<file path="src/rtl/partial_permutation_table_unit_assert.svh">
// Assertion macros used by the RTL.
`ifndef PARTIAL_PERMUTATION_TABLE_UNIT_ASSERT_SVH
`define PARTIAL_PERMUTATION_TABLE_UNIT_ASSERT_SVH

`ifndef ASSERT_OFF
// Same-cycle implication, disabled while reset is high.
`define PPT_ASSERT_IMPL(label, clk, rst, ante, cons) \
  label: assert property (@(posedge clk) disable iff (rst) (ante) |-> (cons)) \
    else $error("assertion failed");
// Next-cycle implication, disabled while reset is high.
`define PPT_ASSERT_NEXT(label, clk, rst, ante, cons) \
  label: assert property (@(posedge clk) disable iff (rst) (ante) |=> (cons)) \
    else $error("assertion failed");
`else
`define PPT_ASSERT_IMPL(label, clk, rst, ante, cons)
`define PPT_ASSERT_NEXT(label, clk, rst, ante, cons)
`endif

`endif

</file>
<file path="src/rtl/ppt_pkg.sv">
`default_nettype none

package ppt_pkg;

  localparam int MaxPositions = 16;
  localparam int PosWidth     = 4;
  localparam int ValWidth     = 4;
  localparam int DimWidth     = 5;

  // Operation codes
  localparam logic [1:0] OpRead  = 2'd0;
  localparam logic [1:0] OpSet   = 2'd1;
  localparam logic [1:0] OpClear = 2'd2;

  // Error codes
  localparam logic [1:0] ErrOk    = 2'd0;
  localparam logic [1:0] ErrIndex = 2'd1;
  localparam logic [1:0] ErrDup   = 2'd2;

  // Read value reported for an unset position or an error (-1)
  localparam logic [4:0] UnsetCode = 5'h1F;

  // Register byte addresses
  localparam logic [1:0] AddrDimension = 2'd0;

  localparam logic [DimWidth-1:0] DimReset = 5'd16;

  typedef struct packed {
    logic [DimWidth-1:0] least_unused;
    logic                complete;
    logic [DimWidth-1:0] unset_count;
    logic [1:0]          error_code;
    logic [4:0]          read_value;
  } result_t;

endpackage

`default_nettype wire

</file>
<file path="src/rtl/partial_permutation_table_unit.sv">
//  channel   dir  handshake          payload
//  s_        in   s_tvalid/s_tready  s_tuser: opcode; s_tdata: position, value
//  m_        out  m_tvalid/m_tready  m_tdata: read_value, error_code,
//                                    unset_count, complete, least_unused
//  apb       in   psel/penable       dimension register at byte address 0
//
//  Each transaction reads the map memory at the addressed position, then in
//  the execute state checks, writes back and loads the result register.
//  Accept the next input once the previous one has left the execute cycle.
//  Reset (rst, synchronous) clears the valid bits, the bitmap and the count of
//  values >= dim, and sets dimension and the unset count to 16; a stalled
//  output holds the execute cycle.
`default_nettype none
`include "partial_permutation_table_unit_assert.svh"

module partial_permutation_table_unit (
  input  wire logic        clk,
  input  wire logic        rst,
  // input stream
  input  wire logic        s_tvalid,
  output logic             s_tready,
  input  wire logic [7:0]  s_tdata,   // [3:0] position, [7:4] value
  input  wire logic [1:0]  s_tuser,   // [1:0] opcode
  // output stream
  output logic             m_tvalid,
  input  wire logic        m_tready,
  output logic [23:0]      m_tdata,   // [4:0] read_value, [6:5] error_code,
                                      // [11:7] unset_count, [12] complete,
                                      // [17:13] least_unused, [23:18] zero
  // configuration
  input  wire logic        psel,
  input  wire logic        penable,
  input  wire logic        pwrite,
  input  wire logic [1:0]  paddr,
  input  wire logic [31:0] pwdata,
  output logic [31:0]      prdata,
  output logic             pready
);
  import ppt_pkg::*;

  localparam logic [0:0] ST_IDLE = 1'b0;
  localparam logic [0:0] ST_EXEC = 1'b1;

  logic [0:0] state;

  // Control and summary state
  logic [DimWidth-1:0]     dim;
  logic [MaxPositions-1:0] valid;
  logic [15:0]             used;
  logic [DimWidth-1:0]     unset_cnt;
  logic [DimWidth-1:0]     big_cnt;     // valid entries holding a value >= dim

  // Latched transaction
  logic [1:0]          op_r;
  logic [PosWidth-1:0] pos_r;
  logic [ValWidth-1:0] val_r;

  // Map memory: value of each position, qualified by valid
  logic [ValWidth-1:0] map_mem [MaxPositions];
  logic [ValWidth-1:0] mem_rdata;
  logic                mem_we;
  logic [PosWidth-1:0] mem_waddr;
  logic [ValWidth-1:0] mem_wdata;

  // Execute-cycle next values
  logic [MaxPositions-1:0] valid_next;
  logic [15:0]             used_next;
  logic [DimWidth-1:0]     unset_cnt_next;
  logic [DimWidth-1:0]     big_cnt_next;
  logic                    exec_we;
  result_t                 res;

  logic accept, fire, cfg_wr;
  logic [DimWidth-1:0] dim_wr;

  assign pready   = 1'b1;
  assign s_tready = (state == ST_IDLE);
  assign accept   = s_tvalid && s_tready;
  assign fire     = (state == ST_EXEC) && (!m_tvalid || m_tready);
  assign cfg_wr   = psel && penable && pwrite && pready && (paddr == AddrDimension);

  // Clamp the written dimension into 1..16
  always_comb begin
    if (pwdata[DimWidth-1:0] == '0) begin
      dim_wr = DimWidth'(1);
    end else if (pwdata[DimWidth-1:0] > DimWidth'(MaxPositions)) begin
      dim_wr = DimWidth'(MaxPositions);
    end else begin
      dim_wr = pwdata[DimWidth-1:0];
    end
  end

  always_comb begin
    if (paddr == AddrDimension) begin
      prdata = {{(32-DimWidth){1'b0}}, dim};
    end else begin
      prdata = '0;
    end
  end

  // Execute: check, update bitmap and counters, build the result
  always_comb begin
    logic                vld;
    logic                in_range;
    logic                dup;
    logic                old_big;
    logic                new_big;
    logic [DimWidth-1:0] least;

    vld      = valid[pos_r];
    in_range = {1'b0, pos_r} < dim;
    dup      = used[val_r] && !(vld && (mem_rdata == val_r));
    old_big  = vld && ({1'b0, mem_rdata} >= dim);
    new_big  = {1'b0, val_r} >= dim;

    valid_next     = valid;
    used_next      = used;
    unset_cnt_next = unset_cnt;
    big_cnt_next   = big_cnt;
    exec_we        = 1'b0;
    res.error_code = ErrOk;
    res.read_value = UnsetCode;

    case (op_r)
      OpSet: begin
        if (dup) begin
          res.error_code = ErrDup;
        end else if (!in_range) begin
          res.error_code = ErrIndex;
        end else begin
          // release the old value, then claim the new one
          if (vld) begin
            used_next[mem_rdata] = 1'b0;
          end else begin
            unset_cnt_next = unset_cnt - DimWidth'(1);
          end
          used_next[val_r]  = 1'b1;
          valid_next[pos_r] = 1'b1;
          big_cnt_next      = big_cnt - DimWidth'(old_big) + DimWidth'(new_big);
          exec_we           = 1'b1;
          res.read_value    = {1'b0, val_r};
        end
      end
      OpClear: begin
        if (!in_range) begin
          res.error_code = ErrIndex;
        end else begin
          if (vld) begin
            used_next[mem_rdata] = 1'b0;
            unset_cnt_next       = unset_cnt + DimWidth'(1);
            big_cnt_next         = big_cnt - DimWidth'(old_big);
          end
          valid_next[pos_r] = 1'b0;
        end
      end
      default: begin
        if (!in_range) begin
          res.error_code = ErrIndex;
        end else if (vld) begin
          res.read_value = {1'b0, mem_rdata};
        end
      end
    endcase

    // least value not held: first clear bit of the bitmap, 16 when full
    least = DimWidth'(16);
    for (int i = 15; i >= 0; i--) begin
      if (!used_next[i]) begin
        least = DimWidth'(i);
      end
    end

    res.unset_count  = unset_cnt_next;
    res.complete     = (unset_cnt_next == '0) && (big_cnt_next == '0);
    res.least_unused = least;
  end

  // Memory write port: a config write of dimension one seeds entry zero
  always_comb begin
    if (cfg_wr) begin
      mem_we    = (dim_wr == DimWidth'(1));
      mem_waddr = '0;
      mem_wdata = '0;
    end else begin
      mem_we    = fire && exec_we;
      mem_waddr = pos_r;
      mem_wdata = val_r;
    end
  end

  always_ff @(posedge clk) begin
    if (mem_we) begin
      map_mem[mem_waddr] <= mem_wdata;
    end
    if (accept) begin
      mem_rdata <= map_mem[s_tdata[PosWidth-1:0]];
    end
  end

  // Latch the transaction on accept
  always_ff @(posedge clk) begin
    if (accept) begin
      op_r  <= s_tuser;
      pos_r <= s_tdata[PosWidth-1:0];
      val_r <= s_tdata[PosWidth +: ValWidth];
    end
  end

  // Sequencer
  always_ff @(posedge clk) begin
    if (rst) begin
      state <= ST_IDLE;
    end else if (accept) begin
      state <= ST_EXEC;
    end else if (fire) begin
      state <= ST_IDLE;
    end
  end

  // Table state: reset and config writes reinitialise, execute commits
  always_ff @(posedge clk) begin
    if (rst) begin
      dim       <= DimReset;
      valid     <= '0;
      used      <= '0;
      unset_cnt <= DimReset;
      big_cnt   <= '0;
    end else if (cfg_wr) begin
      dim     <= dim_wr;
      big_cnt <= '0;
      if (dim_wr == DimWidth'(1)) begin
        // position zero holds value zero
        valid     <= MaxPositions'(1);
        used      <= 16'd1;
        unset_cnt <= '0;
      end else begin
        valid     <= '0;
        used      <= '0;
        unset_cnt <= dim_wr;
      end
    end else if (fire) begin
      valid     <= valid_next;
      used      <= used_next;
      unset_cnt <= unset_cnt_next;
      big_cnt   <= big_cnt_next;
    end
  end

  // Output register
  always_ff @(posedge clk) begin
    if (rst) begin
      m_tvalid <= 1'b0;
    end else if (fire) begin
      m_tvalid <= 1'b1;
    end else if (m_tready) begin
      m_tvalid <= 1'b0;
    end
  end

  always_ff @(posedge clk) begin
    if (fire) begin
      m_tdata <= {6'd0, res};
    end
  end

  // The number of valid entries matches the number of values marked in the bitmap
  `PPT_ASSERT_IMPL(a_bitmap_matches, clk, rst, 1'b1, $countones(valid) == $countones(used))
  // Unset positions never exceed the dimension
  `PPT_ASSERT_IMPL(a_unset_bound, clk, rst, 1'b1, unset_cnt <= dim)
  // An accepted transaction moves to the execute cycle
  `PPT_ASSERT_NEXT(a_accept_exec, clk, rst, accept, state == ST_EXEC)
  // A completed execute cycle presents a result
  `PPT_ASSERT_NEXT(a_fire_result, clk, rst, fire, m_tvalid && (state == ST_IDLE))

endmodule

`default_nettype wire
</file>
<file path="config.mk">
export PLATFORM = sky130hd
export DESIGN_NAME = partial_permutation_table_unit
export DESIGN_NICKNAME = d
export VERILOG_FILES = /design/src/rtl/ppt_pkg.sv /design/src/rtl/partial_permutation_table_unit.sv
export VERILOG_INCLUDE_DIRS = /design/src /design/src/rtl
export SDC_FILE = /design/constraint.sdc
export NUM_CORES = 1
export LEC_CHECK = 0
export BUFFER_PORTS_ARGS = -buffer_cell sky130_fd_sc_hd__clkbuf_2
export CORE_ASPECT_RATIO = 0.5
export CORE_UTILIZATION = 50
export DETAILED_ROUTE_END_ITERATION = 16
export HOLD_SLACK_MARGIN = 0.02
export PLACE_DENSITY = 0.73
export SLEW_MARGIN = 40
export SYNTH_ARGS = -nofsm -noshare
export SYNTH_HDL_FRONTEND = slang
export SYNTH_SLANG_ARGS = --single-unit
export TNS_END_PERCENT = 1
</file>
<file path="constraint.sdc">
create_clock -name clk -period 3.5 [get_ports clk]
set_input_delay 0.35 -clock clk [delete_from_list [all_inputs] [get_ports clk]]
set_output_delay 0.35 -clock clk [all_outputs]
set_load 0.01 [all_outputs]
</file>
==> results of run 1 <==
## routing by layer
layer  part of all wire (%)  global-route usage (%)  up-vias
met4                    1.8                   8.618        0
met5                      0                       0        -
met1                     45                   38.67     3220
li1                       -                       -     3082
met2                     45                   42.50      342
met3                    8.6                   6.619       41
## cells in the final DEF (no fill, tap or decap), types with 10 or more instances in the layout
cell type | synthesis | layout
nor2_1 | 71 | 68
clkbuf_2 | 0 | 48
a21oi_1 | 65 | 62
conb_1 | 2 | 34
edfxtp_1 | 96 | 96
buf_4 | 34 | 90
o21ai_0 | 18 | 18
ha_1 | 19 | 15
a31oi_1 | 14 | 14
nand2b_1 | 15 | 14
mux2i_1 | 13 | 10
dfxtp_1 | 49 | 49
nand3_1 | 10 | 10
clkbuf_16 | 0 | 17
nor3_1 | 27 | 25
a311oi_1 | 15 | 15
mux4_2 | 24 | 24
a211oi_1 | 16 | 16
nand2_1 | 72 | 72
inv_1 | 23 | 22
nor2b_1 | 12 | 12
## sequential cells by signal, summed over array words and instances (netlist names), named ones only
signal,cells
unset_cnt,5
dim,5
val_r,4
m_tvalid,1
state,1
m_tdata,18
used,16
map_mem,64
valid,15
op_r,2
big_cnt,5
pos_r,4
mem_rdata,4
## critical path, stage by stage (launching register included)
cell	delay, ns
edfxtp_1	0.38
buf_6	0.16
buf_4	0.15
mux2i_2	0.15
nand3_1	0.12
and3_4	0.22
nor2_4	0.05
nor3_4	0.21
ha_4	0.25
inv_1	0.05
ha_2	0.20
ha_4	0.15
mux2i_2	0.24
a21oi_2	0.10
a221o_1	0.33
mux2i_1	0.18
and4_1	0.20
and4_1	0.20
## worst min path at each step
stage	startpoint	end	slack [ns]	cells after the start
after floorplan	rst	unset_cnt[0]	0.42	1
after global placement	dim[2]	dim[2]	0.44	2
after detailed placement	dim[2]	dim[2]	0.45	2
after CTS	s_tuser[1]	op_r[1]	0.08	1
after global routing	s_tuser[1]	op_r[1]	0.08	1
final	s_tuser[1]	op_r[1]	0.1	1
## logic make-up after synthesis
kind of cell,count (synthesis),synth area share [%]
muxes,38,8.546
other,2,0.09412
AOI/OAI and AO/OA,191,16.29
adders and majority gates,19,2.979
and+or+nand+nor,264,16.18
buffers and inverters,102,6.602
DFF,145,48.42
xor gates and xnor gates,8,0.8782
## area by class of cell
class                   count  area [um^2]
clock buffers              17        425.4
clock inverters            15        120.1
fillers                  1243         5861
well taps                 204        255.2
flip-flops and latches    145         3864
multi-input cells         554         3852
repair buffers            144         1027
inverters                  24        90.09
## through the flow
step	utilization, %	setup TNS, ns	setup WS, ns	hold WS, ns	cells
after floorplan	-	0	0.04589	0.4221	801
after global placement	57.61	-0.03545	-0.03545	0.4428	1068
after detailed placement	57.62	-0.1699	-0.1645	0.4481	1068
after CTS	61.64	-0.05032	-0.05032	0.07926	1101
after global routing	62.18	-0.1769	-0.05912	0.08055	1103
final	62.18	0	0.03238	0.09516	1103
## where the power goes
part	switching, mW	leakage, nW	internal, mW
Clock	0.802	0.261	0.926
Sequential	0.0321	1.28	1.88
Combinational	0.387	1.98	0.235
## what timing repair did
| action | in CTS | in global routing |
|---|---|---|
| hold buffers | 0 | 0 |
| buffers inserted | 1 | 3 |
| pin swaps | 4 | 7 |
| resized for setup | 14 | 14 |
| endpoints found under the hold margin | 0 | 0 |
| endpoints found under the setup margin | 4 | 75 |
==> results.txt, run 1 <==
Std-Cell Core Area -> 15490 um^2
Tmin final -> 3.468 ns
Leak Pwr -> 3.518 nW
Layout Area Growth over Synthesis -> 20.75%
cell area after synthesis -> 7979 um^2
FF-to-FF path depth -> 17
R2R setup slack -> 0.03 ns
EDFF count, synth -> 96
TritonCTS clock tree -> built
total power -> 4.261 mW
I/O pins -> 110
slew margin rel. -> 55.62%
Die Height -> 91.33 um
status -> completed
initial antenna violation count -> 0
unrepaired setup endpoints after global routing -> true
Hold WC Path Type -> input port to flop
fin area -> 9634 um^2
first-pass GRT wire length -> 34720 um
Placed Area -> 8929 um^2
yosys warns -> 0
Setup crit start kind -> flop
number of buffers created by CTS -> 17
Worst setup startpoint -> pos_r[1]
Setup Skew -> 0.01058 ns
Crit Reg-Reg Startpoint -> pos_r[1]
library cells used by synthesis -> 74
post-synth top area share -> 36.13%
sequential element share of the synthesized area -> 48.42%
Worst-Margin Slew -> 0.6649 ns
largest net degree at the start of global routing -> 32
top_reg_cell synth -> edfxtp_1
fin. max-slew vios -> 0
total number of vias -> 6685
max_cap viols -> 0
top cells by count, synth -> edfxtp_1, nand2_1, nor2_1
vias per cell -> 6.061
RR Endpoint -> m_tdata[12]
vias in the first global route -> 6246
clock-pin slew on the worst setup and hold paths -> 0.07 ns
Residual DRC -> 0
H-Tree Depth -> 4
grt ovf -> 0
Worst Setup End Kind -> flop
final wirelength -> 22130 um
row cnt -> 32
Max Freq -> 0.2884 GHz
fin crit share -> 99.07%
fin nets -> 956
Hold Vio Cnt, Final -> 0
share of synthesized registers carrying an async set or reset -> 0%
Clock Tree Root -> clkbuf_16
Routability Congestion -> 1.040
clk sinks -> 145
area leader, netlist -> edfxtp_1
DR iter-0 viols -> 870
Critical Path End -> m_tdata[12]
Final ANT Viol Nets -> 0
die footprint -> 16500 um^2
critical path required time -> 3.79 ns
Clock Latency Late Sink -> 0.43 ns
Cells after Synth -> 769
peak supply drop -> 0.3339 mV
Routed wire per std cell -> 20.06 um
drt first pass iters -> 6
share of cells above drive strength 1 -> 26.70%
count leader, synth -> edfxtp_1
Initial Util -> 51.49%
PortBufs -> 48
post-synthesis register bit count -> 145
CP Class -> flop to flop
Antenna diodes -> 0
crit-path max FO -> 8
count of final setup violators -> 0
hpwl dp -> 15670 um
synth top area cells -> edfxtp_1, dfxtp_1, mux4_2, a21oi_1, nand2_1
Die W -> 180.7 um
CTS Buffer Depth -> 2
crit path DAT -> 3.76 ns
Synth Area per Inst -> 10.38 um^2
global-route usage over all layers -> 27.66%
pwr/cell area -> 442.3 nW/um^2
Power figures use the tool's default switching activity.
==> run 2, diff against run 1 <==
CORE_UTILIZATION = 25   (was 50)
PLACE_DENSITY = 0.42   (was 0.73)
==> run 2 against run 1 <==
- sequential power barely moved
- global-route usage fell by 13 points
- worst setup slack improved by 0.057 ns
- non-clock buffer count rose by 17
==> results.txt, run 2 (synthesis results as in run 1) <==
I/O pins -> 110
vias in the first global route -> 6336
Max Freq -> 0.2932 GHz
top flop regs -> map_mem x64, m_tdata x18, used x16
H-Tree Depth -> 4
Top delay family on crit path -> simple AND/OR/NAND/NOR gates
TritonCTS clock tree -> built
Die W -> 254.7 um
global-route usage over all layers -> 14.97%
Worst setup startpoint -> pos_r[1]
unrepaired setup endpoints after global routing -> true
CP Class -> flop to flop
Die Height -> 128.3 um
largest net degree at the start of global routing -> 30
Leak Pwr -> 3.625 nW
Residual DRC -> 0
grt ovf -> 0
Critical Path End -> m_tdata[12]
row cnt -> 45
vias per cell -> 4.880
Layout Area Growth over Synthesis -> 26.71%
Routed wire per std cell -> 17.52 um
number of buffers created by CTS -> 17
most frequent cells in the layout -> buf_4, edfxtp_1, nand2_1
RR Endpoint -> m_tdata[12]
Initial Util -> 25.86%
Buf/Inv on CP -> 2
initial antenna violation count -> 0
Tmin final -> 3.411 ns
utilization after layout -> 32.77%
max_cap viols -> 0
total number of vias -> 6534
Cells after DPL -> 1295
hpwl dp -> 17180 um
count of final setup violators -> 0
Clock Tree Root -> clkbuf_16
clk sinks -> 145
Antenna diodes -> 0
Crit Reg-Reg Startpoint -> pos_r[1]
pwr/cell area -> 432.7 nW/um^2
R2R setup slack -> 0.09 ns
crit path DAT -> 3.72 ns
FF-to-FF path depth -> 16
share of cells above drive strength 1 -> 28.82%
CP peak stage delay -> 0.40 ns
die footprint -> 32680 um^2
status -> completed
final wirelength -> 23460 um
Layout Cells excl Fill -> 1339
Setup crit start kind -> flop
Clock Latency Late Sink -> 0.45 ns
DR iter-0 viols -> 593
number of flip-flops in the largest register -> 64
fin crit share -> 97.45%
Routability Congestion -> 0.8984
Hold WC Path Type -> input port to flop
Std-Cell Core Area -> 30850 um^2
largest register by flop count -> map_mem
Cell Chain, Critical Path -> buf_6, mux2i_4, a22oi_2, and3_4, nor2_4, nor3_4, ha_4, inv_4, ha_4, ha_4, mux2i_1, a21oi_1, a221o_1, mux2i_1, and4_1, and4_1
fin nets -> 973
Hold WS -> 0.07904 ns
peak supply drop -> 0.3212 mV
critical path required time -> 3.81 ns
cell mode on critical path -> ha_4
Setup TNS Final -> 0 ns
Worst-Margin Slew -> 0.7345 ns
CTS Buffer Depth -> 2
CP Depth -> 16
slew margin rel. -> 50.91%
Final ANT Viol Nets -> 0
Slowest-stage cell, CP -> edfxtp_1
fin. max-slew vios -> 0
drt first pass iters -> 5
crit-path max FO -> 6
Hold Vio Cnt, Final -> 0
clock-pin slew on the worst setup and hold paths -> 0.07 ns
Setup Skew -> 0.01193 ns
PortBufs -> 48
leading cell type in the layout, fill and taps excluded -> buf_4
first-pass GRT wire length -> 36830 um
Worst Setup End Kind -> flop
-- run 2: changes by cell type in the layout (fill, tap and decap cells not counted), sizes merged --
cell      previous run  this run
bufinv               0         1
inv                 32        33
clkinvlp             4         1
buf                 96       113
clkinv               3         4
-- run 2: worst reg2reg max path, cell delays in order (launching register included) --
cell and delay, ns:
edfxtp_1 0.40, buf_6 0.16, mux2i_4 0.18, a22oi_2 0.23
and3_4 0.24, nor2_4 0.04, nor3_4 0.20, ha_4 0.26
inv_4 0.06, ha_4 0.14, ha_4 0.15, mux2i_1 0.19
a21oi_1 0.10, a221o_1 0.35, mux2i_1 0.19, and4_1 0.22
and4_1 0.18
-- run 2: area by class of cell --
class,count,area [um^2]
fillers,3139,20740
repair buffers,161,1112
clock inverters,15,158.9
well taps,423,529.3
inverters,24,95.09
flip-flops and latches,145,3864
clock buffers,17,425.4
multi-input cells,554,3925
-- run 2: metrics by stage --
step	power, mW	setup slack, ns	instance area [um^2]
after global placement	2.550	-0.1599	9210
after detailed placement	2.551	-0.1775	9210
after floorplan	2.326	0.04589	8107
after CTS	4.406	-0.02067	9918
final	4.375	0.08922	10110
after global routing	4.563	-0.1069	10110
-- run 2: worst min-delay path by stage --
stage,from,end,slack (ns),depth (start not counted)
after floorplan,rst,unset_cnt[0],0.42,1
after global placement,dim[3],dim[3],0.44,2
after detailed placement,dim[2],dim[2],0.45,2
after CTS,s_tdata[5],val_r[1],0.05,1
after global routing,s_tdata[4],val_r[0],0.06,1
final,s_tdata[5],val_r[1],0.08,1
-- run 2: layer usage --
layer	up-vias	global-route usage [%]	part of all wire (%)
met5	-	0	0
met2	175	24.03	47
met4	0	4.826	1.6
met3	27	3.574	5.1
li1	3117	-	-
met1	3215	19.92	46
-- run 2: report_power, final --
| part | internal, mW | switching, mW | total, mW | leakage (nW) |
|---|---|---|---|---|
| Sequential | 1.88 | 0.0341 | 1.91 | 1.28 |
| Clock | 1.01 | 0.816 | 1.83 | 0.287 |
| Combinational | 0.240 | 0.392 | 0.633 | 2.06 |
-- run 2: repair_timing --
| action | 4_1_cts | 5_1_grt |
|---|---|---|
| endpoints found under the setup margin | 3 | 53 |
| hold buffers | 0 | 0 |
| pin swaps | 8 | 21 |
| endpoints found under the hold margin | 0 | 0 |
| setup buffers | 5 | 8 |
| resized for setup | 17 | 30 |
==> run 3, diff against run 2 <==
CTS_CLUSTER_DIAMETER = 150   (was unset)
SETUP_SLACK_MARGIN = 0.1   (was unset)
==> run 3 against run 2 <==
- sequential cell count stayed put
- critical path depth is 2 higher
- sequential share of layout area is 0.14 points higher
- critical endpoint unchanged
- global-route usage is 0.18 points lower
- sequential power hardly changed
- hold slack worse by 0.0043 ns
- largest cell class unchanged
==> results.txt, run 3 (synthesis results as in run 1) <==
status -> completed
critical path required time -> 3.81 ns
Crit Reg-Reg Startpoint -> pos_r[1]
row cnt -> 45
fin crit share -> 99.84%
Worst setup startpoint -> pos_r[1]
Setup crit start kind -> flop
Hold WS -> 0.07472 ns
Worst Hold Launch -> s_tdata[7]
drt first pass iters -> 5
Worst Setup End Kind -> flop
Setup Skew -> 0.01059 ns
clk sinks -> 145
slew margin rel. -> 54.76%
Antenna diodes -> 0
CP Class -> flop to flop
max_cap viols -> 0
total number of vias -> 6532
Hold Vio Cnt, Final -> 0
clock-pin slew on the worst setup and hold paths -> 0.06 ns
Max Freq -> 0.2862 GHz
final wirelength -> 23320 um
Hold WC Path Type -> input port to flop
Residual DRC -> 0
Std-Cell Core Area -> 30850 um^2
peak supply drop -> 0.3054 mV
utilization after layout -> 32.64%
count of final setup violators -> 0
grt ovf -> 0
H-Tree Depth -> 4
I/O pins -> 110
Worst-Margin Slew -> 0.6785 ns
most frequent cells in the layout -> buf_4, edfxtp_1, nand2_1
leading cell type in the layout, fill and taps excluded -> buf_4
die footprint -> 32680 um^2
DR iter-0 viols -> 498
Die Height -> 128.3 um
largest net degree at the start of global routing -> 31
initial antenna violation count -> 0
largest register by flop count -> map_mem
global-route usage over all layers -> 14.80%
fin nets -> 972
share of cells above drive strength 1 -> 28.23%
number of buffers created by CTS -> 17
first-pass GRT wire length -> 36410 um
Initial Util -> 25.86%
Layout Area Growth over Synthesis -> 26.24%
Leak Pwr -> 3.607 nW
Routability Congestion -> 0.9016
CTS Buffer Depth -> 2
fin. max-slew vios -> 0
Routed wire per std cell -> 17.44 um
Clock Latency Late Sink -> 0.45 ns
vias in the first global route -> 6314
pwr/cell area -> 433.5 nW/um^2
hpwl dp -> 17050 um
crit-path max FO -> 6
R2R setup slack -> 0.006 ns
crit path DAT -> 3.81 ns
Tmin final -> 3.494 ns
PortBufs -> 48
Clock Tree Root -> clkbuf_16
TritonCTS clock tree -> built
unrepaired setup endpoints after global routing -> true
Die W -> 254.7 um
vias per cell -> 4.886
top flop regs -> map_mem x64, m_tdata x18, used x16
total power -> 4.366 mW
Post-CTS Hold Buffers -> 0
number of flip-flops in the largest register -> 64
Final ANT Viol Nets -> 0
run 3: final timing paths:
| path | endpoint | cells past startpoint |
|---|---|---|
| hold / removal | val_r[3] | 1 |
| setup reg to reg | m_tdata[12] | 18 |
| hold reg to reg | dim[1] | 2 |
| setup / recovery | m_tdata[12] | 18 |
run 3: worst max-delay path, stage by stage (launching register included):
cell and delay [ns]:
edfxtp_1 0.42, buf_6 0.16, buf_6 0.12, mux2i_1 0.16, nand3_1 0.11, and3_4 0.19, nor2_4 0.12, nor3_2 0.05
buf_4 0.16, ha_4 0.16, ha_4 0.22, inv_4 0.06, ha_4 0.15, mux2i_4 0.23, a21oi_2 0.08, a221o_1 0.36
mux2i_2 0.20, and4_1 0.21, and4_1 0.19
run 3: layout make-up:
type	count	area (um^2)
sequential	145	3864
fill	3169	20780
clock inverter	14	151.4
clock buffer	17	425.4
tap	423	529.3
timing repair buffer	160	1117
multi-input combinational	554	3890
inverter	24	95.09
run 3: metrics by stage:
stage | TNS [ns] | cell area [um^2] | setup WS [ns] | std cells
2_1_floorplan | 0 | 8113 | 0.1230 | 801
3_3_place_gp | -0.1904 | 9215 | -0.1870 | 1294
3_5_place_dp | -0.3824 | 9215 | -0.2716 | 1294
4_1_cts | 0 | 9966 | 0.05259 | 1333
5_1_grt | -0.5133 | 10070 | -0.1612 | 1337
6_report | 0 | 10070 | 0.005571 | 1337
run 3: where the power goes:
part / leakage (nW) / switching (mW) / total, mW / internal, mW
Combinational: 2.04 / 0.384 / 0.625 / 0.241
Sequential: 1.28 / 0.0364 / 1.92 / 1.88
Clock: 0.288 / 0.770 / 1.82 / 1.05
Total: 3.61 / 1.19 / 4.37 / 3.18
run 3: metal layers:
metal  up-vias  track usage, %  share of wire [%]
li1       3109               -                  -
met1      3202           19.78                 47
met2       191           23.02                 46
met3        30           4.142                5.4
met4         0           5.037                1.6
met5         -               0                  0
run 3: repair_timing:
| action | 4_1_cts | 5_1_grt |
|---|---|---|
| pin swaps | 12 | 18 |
| endpoints found under the setup margin | 8 | 70 |
| gates resized for setup | 23 | 18 |
| buffers inserted | 8 | 4 |
